===== src/sv/byte_playfair_cipher_macros.svh =====
// assertion macros for the byte playfair cipher
// used by the top level only, needs clk and rst_n in scope
`ifndef BYTE_PLAYFAIR_CIPHER_MACROS_SVH
`define BYTE_PLAYFAIR_CIPHER_MACROS_SVH

// same-cycle implication
`define BPF_ASSERT_IMP(label, ante, cons, msg) \
  label: assert property (@(posedge clk) disable iff (!rst_n) (ante) |-> (cons)) \
    else $error(msg);

// next-cycle implication
`define BPF_ASSERT_NXT(label, ante, cons, msg) \
  label: assert property (@(posedge clk) disable iff (!rst_n) (ante) |=> (cons)) \
    else $error(msg);

`endif


===== src/sv/bpf_pkg.sv =====
// shared types and constants for the byte playfair cipher
// no dependencies
package bpf_pkg;

  localparam int BYTE_W  = 8;
  localparam int POS_W   = 8;
  localparam int COORD_W = 4;
  localparam int FILL_W  = POS_W + 1;

  localparam logic [BYTE_W-1:0] NULL_BYTE = 8'h00;
  localparam logic [BYTE_W-1:0] PAD_BYTE  = 8'h03;

  typedef enum logic [1:0] {
    KIND_CLEAR  = 2'd0,
    KIND_KEY    = 2'd1,
    KIND_FINISH = 2'd2,
    KIND_DATA   = 2'd3
  } kind_t;

  typedef enum logic [1:0] {
    STAT_OK        = 2'd0,
    STAT_NOT_READY = 2'd1,
    STAT_ODD       = 2'd2
  } status_t;

  typedef struct packed {
    kind_t             kind;
    logic [BYTE_W-1:0] in_byte;
    logic              in_last;
  } in_item_t;

  typedef struct packed {
    logic [BYTE_W-1:0] out_byte;
    logic              run_last;
    logic              message_end;
    status_t           status;
  } out_item_t;

  // control into the shared coordinate unit
  typedef struct packed {
    logic [POS_W-1:0] pos_a;
    logic [POS_W-1:0] pos_b;
    logic             decipher;
    logic             take_b;
  } pair_ctl_t;

endpackage


===== src/sv/bpf_pair_unit.sv =====
// shared row/column unit: square address of one output byte of a pair
// depends on bpf_pkg
module bpf_pair_unit
  import bpf_pkg::*;
(
  input  pair_ctl_t        ctl,
  output logic [POS_W-1:0] addr
);

  logic [COORD_W-1:0] ra, ca, rb, cb;
  logic [COORD_W-1:0] r_self, c_self, c_other, step;

  always_comb begin
    ra      = ctl.pos_a[POS_W-1:COORD_W];
    ca      = ctl.pos_a[COORD_W-1:0];
    rb      = ctl.pos_b[POS_W-1:COORD_W];
    cb      = ctl.pos_b[COORD_W-1:0];
    r_self  = ctl.take_b ? rb : ra;
    c_self  = ctl.take_b ? cb : ca;
    c_other = ctl.take_b ? ca : cb;
    // decipher moves back by one, i.e. adds all ones mod 16
    step    = ctl.decipher ? {COORD_W{1'b1}} : COORD_W'(1);
    if (ra == rb) begin
      addr = {r_self, COORD_W'(c_self + step)};
    end else if (ca == cb) begin
      addr = {COORD_W'(r_self + step), c_self};
    end else begin
      addr = {r_self, c_other};
    end
  end

endmodule


===== config.mk =====
export PLATFORM = sky130hd
export DESIGN_NAME = bpf_pair_unit
export DESIGN_NICKNAME = d
export VERILOG_FILES = /design/src/sv/byte_playfair_cipher_macros.svh /design/src/sv/bpf_pkg.sv /design/src/sv/bpf_pair_unit.sv
export SDC_FILE = /design/constraint.sdc
export NUM_CORES = 1
export LEC_CHECK = 0
export CAP_MARGIN = 30
export CORE_MARGIN = 2
export CORE_UTILIZATION = 41
export DETAILED_ROUTE_END_ITERATION = 10
export DONT_BUFFER_PORTS = 1
export SYNTH_ARGS = -nofsm -noshare
export SYNTH_HDL_FRONTEND = slang
export SYNTH_SLANG_ARGS = --single-unit

===== constraint.sdc =====
create_clock -name vclk -period 3.7
set_input_delay 0.925 -clock vclk [all_inputs]
set_output_delay 0.925 -clock vclk [all_outputs]
set_load 0.005 [all_outputs]

Yosys cells after proc, flatten, opt, wreduce, memory -nomap -nowiden
Cells that the tools add are included.
{ "totals": {"regBits": 0, "latch_bits": 0, "ramBits": 0, "romBits": 0, "inputBits": 18, "wordCells": 10, "mem_count": 0} }
{ "classes": {"addsub": 2, "mul": 0, "div_mod_pow": 0, "magnitude_cmp": 0, "n_eq_ne": 2, "n_shift": 0, "n_mux": 6, "n_bitwise": 0, "reduce_logical": 0} }
{ "op_table": {"columns": ["cell", "n"], "rows": [
  ["2-to-1 mux 4 bit", 4],
  ["2-to-1 mux 8 bit", 2],
  ["adder 4 bit", 2],
  ["== test 4 bit", 2]
]} }

Longest topological paths before layout
{ "depth": {"ltp_word": 4, "ltp_mapped": 8} }

Worst setup path after synthesis
OpenSTA, ideal clock, no wires.
{ "synth_path": {"path_type": "input-to-output", "from": "input ctl[0] in the netlist's numbering", "to": "output addr[7]", "t_arrival_ps": 2552, "required_time_ps": 2775, "setup_slack_ps": 223, "cell_stages": 7, "path_buffers": 1, "cell_sequence": "buf_4 -> mux2_2 -> ha_1 -> and3b_1 -> a2111oi_2 -> a211oi_2 -> xnor2_1"} }
{ "synth_via": {"elab_chain_cells": 4} }
{ "synth_lines": {"columns": ["item", "line", "source"], "rows": [
  ["start, declared", "bpf_pair_unit.sv:6", "input pair_ctl_t ctl,"],
  ["2-to-1 mux 4 bit *", "bpf_pair_unit.sv:18", "r_self = ctl.take_b ? rb : ra;"],
  ["adder 4 bit", "bpf_pair_unit.sv:26", "addr = {COORD_W'(r_self + step), c_self};"],
  ["2-to-1 mux 8 bit", "bpf_pair_unit.sv:25", "end else if (ca == cb) begin"],
  ["2-to-1 mux 8 bit *", "bpf_pair_unit.sv:23", "if (ra == rb) begin"],
  ["end, declared", "bpf_pair_unit.sv:7", "output logic [POS_W-1:0] addr"]
]} }
Every way passes the cells marked *; elsewhere a longest branch is shown, timed or not.

Worst setup path in the final report
Ends and elaborated chain as after synthesis.

==> results.yml <==
synthesis:
  yosysSeqAreaShare_pct: 0
  synth_area_leaders: "xnor2_1 20%, mux2i_1 16%, mux2_2 9.9%, ha_1 8.8%, fa_1 7.0%"
  ys_types: 25
  syn_nets: 85
  yosysWarnings: 0
  avgSynthCellArea_um2: 9.35
  synthDominantCellAreaShare_pct: 20.0
  syn_area_um2: 571
  yosysTopAreaCell: "xnor2_1"
  syn_inst: 61
global_routing:
  grt_pass1_vias: 339
  met1_usage_pct: 16.3
  grt_first_pass_wirelength_um: 1340
  grt_antenna_before_repair: 0
  grt_use_met3_pct: 0
  busiest_layer: "met2"
  track_usage_pct: 11.4
  gr-usage-met2_pct: 20.3
  overflow: 0
  grt_start_max_net_pins: 13
sta:
  fmax_mhz: 295
  rsz0062_at_grt: "false"
  fin_tns_setup_ns: 0
  final-hold-violation-count: 0
  period_minus_slack_ns: 3.39
  slew_violations: 0
  finalCritPeriodShare_pct: 91.6
  slew_headroom_pct: 75.8
  worst_slew_pin_slew_ns: 0.357
  setup_viol: 0
final_layout:
  ff_latch_area_um2: 0
  final_common_cell: "xnor2_1"
  clock_buffers: 0
  n_sequential_cell: 0
  fin_nets: 85
  syn2layout_area_growth_pct: 0
  layout_common_cells: "13 x xnor2_1, 9 x mux2i_1, 5 x mux2_2"
  n_antenna_cell: 0
  drive_gt1_share_pct: 16.9
worst_setup_path:
  start_kind: "input pin"
  cp.arrival_ns: 2.46
  cp.required_ns: 2.77
  cp-end-kind: "output port"
  critPathMaxFanout: 12
  critPathKind: "input pin to output port"
route:
  drt-total-wl_um: 970
  drtIter0Drc: 7
  wire_per_inst_um: 13.1
  vias_per_cell: 5.64
  vias: 417
  dr.pass1.iters: 3
  ant_nets: 0
  drc_errors: 0
job:
  drv_cap: 0
placed_design:
  dp_hpwl_um: 904
  gp_congestion: 0.669
  port_buffers: 0
pwr:
  leakage_nw: 0.230
  power.total_w: 0.0000714
  irDropWorstVdd_uv: 35.3
  p_per_area_nw_per_um2: 125
die:
  boundaryPins: 26
  die_area_um2: 1710
  die_y_um: 41.3
  fp-row-count: 13
  fp.dieW_um: 41.3
  initial_utilization_pct: 43.8
  core_region_area_um2: 1300
clock_tree:
  cts_resized: 0
  hold_buffers: 0
  cts_setup_buffers: 0
status:
  outcome: "finished, final reports clean"
worst_hold_path:
  min_path_type: "input pin to output port"
==> final cells by class <==
cell class	count	area, um2
Tap cell	15	18.8
Fill cell	140	731
Inverter	3	11.3
Multi-Input combinational cell	56	541
==> Yosys cell counts, drive strengths merged <==
library cell and n:
nor4b 1, and4 1, mux2i 10, xnor2 13, a31oi 1, xor2 1, a21o 1, o21ai 3
nand2 3, buf 2, ha 4, a2111oi 1, nand4 2, a211oi 1, inv 3, fa 2
nor3b 2, and3b 2, mux2 7, nor2 1
==> stage by stage <==
stage	worst slack, ns	instances	hold WS, ns	util [%]	instance area, um2
6_report	0.310	74	1.92	43.8	571
5_1_grt	0.0613	74	1.94	43.8	571
4_1_cts	0.276	74	1.92	43.8	571
3_5_place_dp	0.292	74	1.92	43.8	571
3_3_place_gp	0.227	74	1.92	43.8	571
2_1_floorplan	0.223	61	2.03	-	571
==> kinds of logic (layout without fill, tap and decap cells) <==
kind of cell	Yosys count	count (layout)	synth area share (%)
buffers and inverters	5	3	5.26
AND/OR/NAND/NOR	12	12	14.9
multiplexers	17	17	32.7
XOR/XNOR	14	14	21.5
AO/OA/AOI/OAI	7	7	9.87
adder cells (fa/ha/maj)	6	6	15.8
==> power breakdown <==
group | internal [W] | switching [W] | total [W]
clock | 0 | 0 | 0
sequential | 0 | 0 | 0
combinational | 0.0000390 | 0.0000324 | 0.0000714
==> critical path, cell delays in order <==
cell and delay, ns:
mux2i_1 0.30, inv_1 0.08, ha_1 0.30, nor4b_1 0.37
a2111oi_2 0.07, a211oi_2 0.25, xnor2_1 0.16
==> final timing paths <==
check      end   start  cells past startpoint
max    addr[7]  ctl[0]                      7
min    addr[0]  ctl[0]                      1
==> layer usage <==
metal  routed length [um]  vias to the layer above
li1                     -                      221
met1                  402                      187
met2                  520                        9
met3                   47                        0
met4                    0                        0
met5                    0                        -
Note: power is estimated with default switching activity, not from simulation.
