$ cat config.mk
export PLATFORM = sky130hd
export DESIGN_NAME = bpf_ram
export DESIGN_NICKNAME = d
export VERILOG_FILES = /design/src/sv/byte_playfair_cipher_macros.svh /design/src/sv/bpf_ram.sv
export SDC_FILE = /design/constraint.sdc
export NUM_CORES = 2
export LEC_CHECK = 0
export BUFFER_PORTS_ARGS = -buffer_cell sky130_fd_sc_hd__buf_2
export CAP_MARGIN = 40
export CORE_MARGIN = 2
export CORE_UTILIZATION = 35
export CTS_BUF_LIST = sky130_fd_sc_hd__clkbuf_8
export CTS_CLUSTER_DIAMETER = 150
export DETAILED_ROUTE_END_ITERATION = 16
export GPL_ROUTABILITY_DRIVEN = 0
export PLACE_DENSITY_LB_ADDON = 0.05
export REMOVE_ABC_BUFFERS = 1
export SLEW_MARGIN = 20
export SYNTH_ARGS = -nofsm -noshare
export SYNTH_HDL_FRONTEND = slang
export SYNTH_SLANG_ARGS = --single-unit
$ cat constraint.sdc
create_clock -name clk -period 2.6 [get_ports clk]
set_input_delay 0.78 -clock clk [delete_from_list [all_inputs] [get_ports clk]]
set_output_delay 0.78 -clock clk [all_outputs]
set_load 0.02 [all_outputs]
$ cat src/sv/byte_playfair_cipher_macros.svh
// assertion macros for the byte playfair cipher
// used by the top level only, needs clk and rst_n in scope
`ifndef BYTE_PLAYFAIR_CIPHER_MACROS_SVH
`define BYTE_PLAYFAIR_CIPHER_MACROS_SVH

// same-cycle implication
`define BPF_ASSERT_IMP(label, ante, cons, msg) \
  label: assert property (@(posedge clk) disable iff (!rst_n) (ante) |-> (cons)) \
    else $error(msg);

// next-cycle implication
`define BPF_ASSERT_NXT(label, ante, cons, msg) \
  label: assert property (@(posedge clk) disable iff (!rst_n) (ante) |=> (cons)) \
    else $error(msg);

`endif

$ cat src/sv/bpf_ram.sv
// single write port, single registered read port ram
// no dependencies
module bpf_ram #(
  parameter int ADDR_W = 8,
  parameter int DATA_W = 8
) (
  input  logic              clk,
  input  logic              we,
  input  logic [ADDR_W-1:0] waddr,
  input  logic [DATA_W-1:0] wdata,
  input  logic [ADDR_W-1:0] raddr,
  output logic [DATA_W-1:0] rdata
);

  logic [DATA_W-1:0] mem [(1 << ADDR_W)];

  always_ff @(posedge clk) begin
    if (we) begin
      mem[waddr] <= wdata;
    end
    rdata <= mem[raddr];
  end

endmodule

### Word level (Yosys, flattened, before mapping)

Memories as Yosys holds them, arrays and structs flattened. A register that Yosys moved wholly into a read port is not among the register bits.
Cells that the tools add are included.

| operators by class | value |
|---|---|
| $add $sub $neg | 0 |
| multiply operators | 0 |
| divide/modulo/power cells | 0 |
| $lt $le $gt $ge | 0 |
| eq/ne operators | 0 |
| shifts and indexed selects | 0 |
| muxes and demuxes | 2 |
| bitwise operators | 0 |
| reductions and logical operators | 0 |

Operators by type and width:

| operator | number |
|---|---|
| $mux W1 | 2 |

| word-level totals | value |
|---|---|
| flip-flop bits (word level) | 0 |
| bits in latches | 0 |
| RAM bits | 2048 |
| ROM bits | 0 |
| input port bits | 26 |
| output and inout bits | 8 |
| logic and storage cells | 3 |
| memories kept | 1 |

Memories:

| memory | words | bits a word | read ports | clocked after Yosys merged registers in | wr ports | RTL line | RTL |
|---|---|---|---|---|---|---|---|
| mem | 256 | 8 | 1 | 1 | 1 | bpf_ram.sv:15 | `logic [DATA_W-1:0] mem [(1 << ADDR_W)];` |

### Logic depth before layout (Yosys ltp)

| depth | value |
|---|---|
| depth after elaboration | 2 |
| mapped depth | 11 |
| gate-level depth less buffers | 6 |

### Least setup slack after synthesis

OpenSTA, ideal clock, no wires.

| timing path | value |
|---|---|
| kind | input -> register |
| start | input port raddr[0] |
| end | register rdata[2], read port of mem |
| arrival | 2587 ps |
| slack | -118 ps |
| stages | 9 |
| cell sequence | buf_6 buf_12 buf_8 buf_2 mux4_2 a22oi_1 a21oi_1 nor4_1 nor4_2 |

RTL lines:

| what | RTL line | RTL |
|---|---|---|
| start: declaration | bpf_ram.sv:11 | `input logic [ADDR_W-1:0] raddr,` |
| end: declaration | bpf_ram.sv:12 | `output logic [DATA_W-1:0] rdata` |

==> flow_metrics.env <==
export IMPL_maxCapViolCount=0
export IMPL_slew_violations=0
export IMPL_drive_above_1_share_pct=36.3
export IMPL_grt_max_degree=83
export IMPL_max_freq_mhz=385
export IMPL_power_frac_clock_pct=40.8
export IMPL_power_leakage_nw=32.1
export IMPL_finalHoldViolations=0
export IMPL_p_sw_mw=15.8
export IMPL_drc=0
export IMPL_drt_iter0_markers=3986
export IMPL_clock_path_buffers=4
export IMPL_routed_wl_um=243000
export IMPL_path_class="in -> reg"
export IMPL_p_sw_share_pct=22.8
export IMPL_worstSetupEndpointType="register"
export IMPL_clk_insertion_delay_late_ps=1040
export IMPL_ant_nets=0
export IMPL_final_net_count=4775
export IMPL_synthTopCellsByArea="edfxtp_1, mux4_2, mux2i_1, nor2_1, a22oi_1"
export IMPL_fin_skew_ps=62.0
export IMPL_worst_pin_slew_ps=846
export IMPL_place_hpwl_um=164000
export IMPL_layout_common_cells="edfxtp_1, buf_4, mux4_2, clkbuf_8, nor2_1"
export IMPL_synth_distinct_cells=55
export IMPL_top_layer="met4"
export IMPL_fin_crit_ps=2600
export IMPL_die_w_um=481
export IMPL_yosysTopAreaCellShare_pct=77.3
export IMPL_grt_overflow=0
export IMPL_yosysWarnings=0
export IMPL_utilization_pct=42.7
export IMPL_cts_made_buffers=365
export IMPL_seqPwrFrac_pct=52.9
export IMPL_route_met3_wl_um=13100
export IMPL_synth_largest_area_cell="edfxtp_1"
export IMPL_worst_path_most_repeated_cell="buf_8"
export IMPL_dp_cells=7376
export IMPL_cts_tree="yes"
export IMPL_grt_pass1_wl_um=340000
export IMPL_grt_pass1_vias=44700
export IMPL_synth_area_mm2=0.0796
export IMPL_power_frac_comb_pct=6.2
export IMPL_num_io_pins=34
export IMPL_cp_required_ps=3500
export IMPL_io_buffers=33
export IMPL_syn_area_per_cell_um2=21.3
export IMPL_min_path_type="in -> reg"
export IMPL_cp_max_fo=14
export IMPL_first_pass_iters=6
export IMPL_final_common_cell="edfxtp_1"
export IMPL_rsz0062_at_grt="true"
export IMPL_path_clk_slew_ps=60
export IMPL_max_slew_margin_pct=43.4
export IMPL_synthCells=3733
export IMPL_final_cell_count_no_fill=8027
export IMPL_synth_edf_count=2048
export IMPL_synth_seq_cells=2056
export IMPL_h_tree_depth=5
export IMPL_status="finished clean"
export IMPL_p_int_mw=53.4
export IMPL_ys_seq_area_share_pct=77.5
export IMPL_power_density_mw_per_mm2=714
export IMPL_cp_cell_sequence="buf_8 -> buf_12 -> buf_8 -> buf_6 -> mux4_2 -> a22oi_1 -> nand2_1 -> a211oi_4 -> nor4_1"
export IMPL_worst_ep_arrival_time_ps=3500
export IMPL_cts_sink_count=2056
export IMPL_cp_slowest_cell="a211oi_4"
export IMPL_die_area_mm2=0.231
export IMPL_cts_root_buf="clkbuf_8"
export IMPL_start_util_pct=35.1
export IMPL_detail_route_wl_per_cell_um=30.3
export IMPL_grt_util_all_layers_pct=20.9
export IMPL_synthFlopType="edfxtp_1"
export IMPL_finalCritPeriodShare_pct=99.8
export IMPL_vias=42100
export IMPL_antenna_found_initial=19
export IMPL_via_per_inst=5.24
export IMPL_wl_met1_um=103000
export IMPL_startpoint_type="input port"
export IMPL_die_h_um=481
export IMPL_area_growth_pct=21.7
export IMPL_setup_violations_final=0
export IMPL_core_area_mm2=0.227
export IMPL_rows=175
export IMPL_ir_drop_uv=508
export IMPL_critPathMaxStageDelay_ps=530
export IMPL_route_met2_wl_um=121000
export IMPL_synthArstFlopShare_pct=0
==> synth_stat cells, drive strengths merged (2+ instances only) <==
library cell  count
mux4            456
dfxtp             8
nand2b            8
a2111oi           5
clkbuf          111
nand3b            2
a22o              8
buf             122
nor2            282
mux2i           134
a211oi           16
and2              6
or2               4
nand4            10
o21ai            12
a311oi            2
a22oi           133
o32ai             5
nor2b            31
o22ai            28
edfxtp         2048
o221ai           47
nor4             27
a31oi             2
o22a              5
and3b             2
o211ai           10
nand3            34
a221oi           14
nor3             22
nand2            33
a21oi            96
==> power groups by stage <==
stage / clock [mW] / sequential [mW] / combinational (mW)
global route: 30.5 / 36.6 / 4.58
finish: 28.2 / 36.6 / 4.32
CTS: 29.1 / 36.6 / 4.39
floorplan: 0 / 37.3 / 1.28
detailed placement: 0 / 37.3 / 4.34
global placement: 0 / 37.3 / 4.29
==> state kept, by name, indices dropped and copies added (netlist names) <==
signal / cells
rdata: 8
mem: 2048
==> through the flow <==
stage / instance area [um2] / worst slack [ps] / hold WS [ps] / setup TNS, ps / power, mW
6_report: 96900 / 4.40 / 150 / 0 / 69.1
5_1_grt: 96800 / -7.65 / 79.6 / -7.73 / 71.7
4_1_cts: 96600 / 5.43 / 32.3 / 0 / 70.1
3_5_place_dp: 89700 / -1500 / 1110 / -187450 / 41.6
3_3_place_gp: 89700 / -2030 / 1150 / -202720 / 41.6
2_1_floorplan: 78100 / -588 / 763 / -4380 / 38.6
==> path summary, 6_finish.rpt <==
kind                                   from          to  slack [ps]  cells after the start
worst min register to register   mem[33][5]    rdata[5]        1120                      7
worst min-delay path               wdata[5]  mem[80][5]         150                      1
worst max-delay path               raddr[0]    rdata[3]           4                      9
worst max register to register  mem[131][0]    rdata[0]         170                      8
==> layout make-up <==
type | instances | area [um2]
repair buffers | 882 | 8040
clock buffers | 372 | 5120
clock inverters | 260 | 1580
multi-input cells | 1442 | 16700
fillers | 19800 | 130000
inverters | 2 | 7.51
well taps | 3009 | 3760
diodes | 4 | 10.0
flip-flops and latches | 2056 | 61700
==> cells by family (layout without fill, tap and decap cells) <==
logic type,Yosys count,after routing,share of synthesized area (%)
compound gates,385,385,3.42
buf+inv,235,1516,1.83
flops,2056,2056,77.5
mux,591,591,14.6
other cells,0,4,0
simple gates,466,466,2.63
==> worst max-delay path: cells and delay by family <==
kind / cells / cell delay [ps]
AO/OA/AOI/OAI: 2 / 900
multiplexers: 1 / 510
buffers and inverters: 4 / 830
AND/OR/NAND/NOR: 2 / 350
==> routing by layer <==
metal	vias up	track usage (%)
met2	1330	35.0
li1	17800	-
met1	22600	28.0
met5	-	0
met4	0	6.30
met3	340	3.59
==> timing repair <==
item                                    4_1_cts  5_1_grt
resized for setup                            24       21
gates cloned                                  0        3
endpoints found under the setup margin       11        8
hold buffers                                  2        0
pin swaps                                     2        4
hold endpoints to repair                     21        0
setup buffers                                 0        0
(Power assumes the default switching activity.)
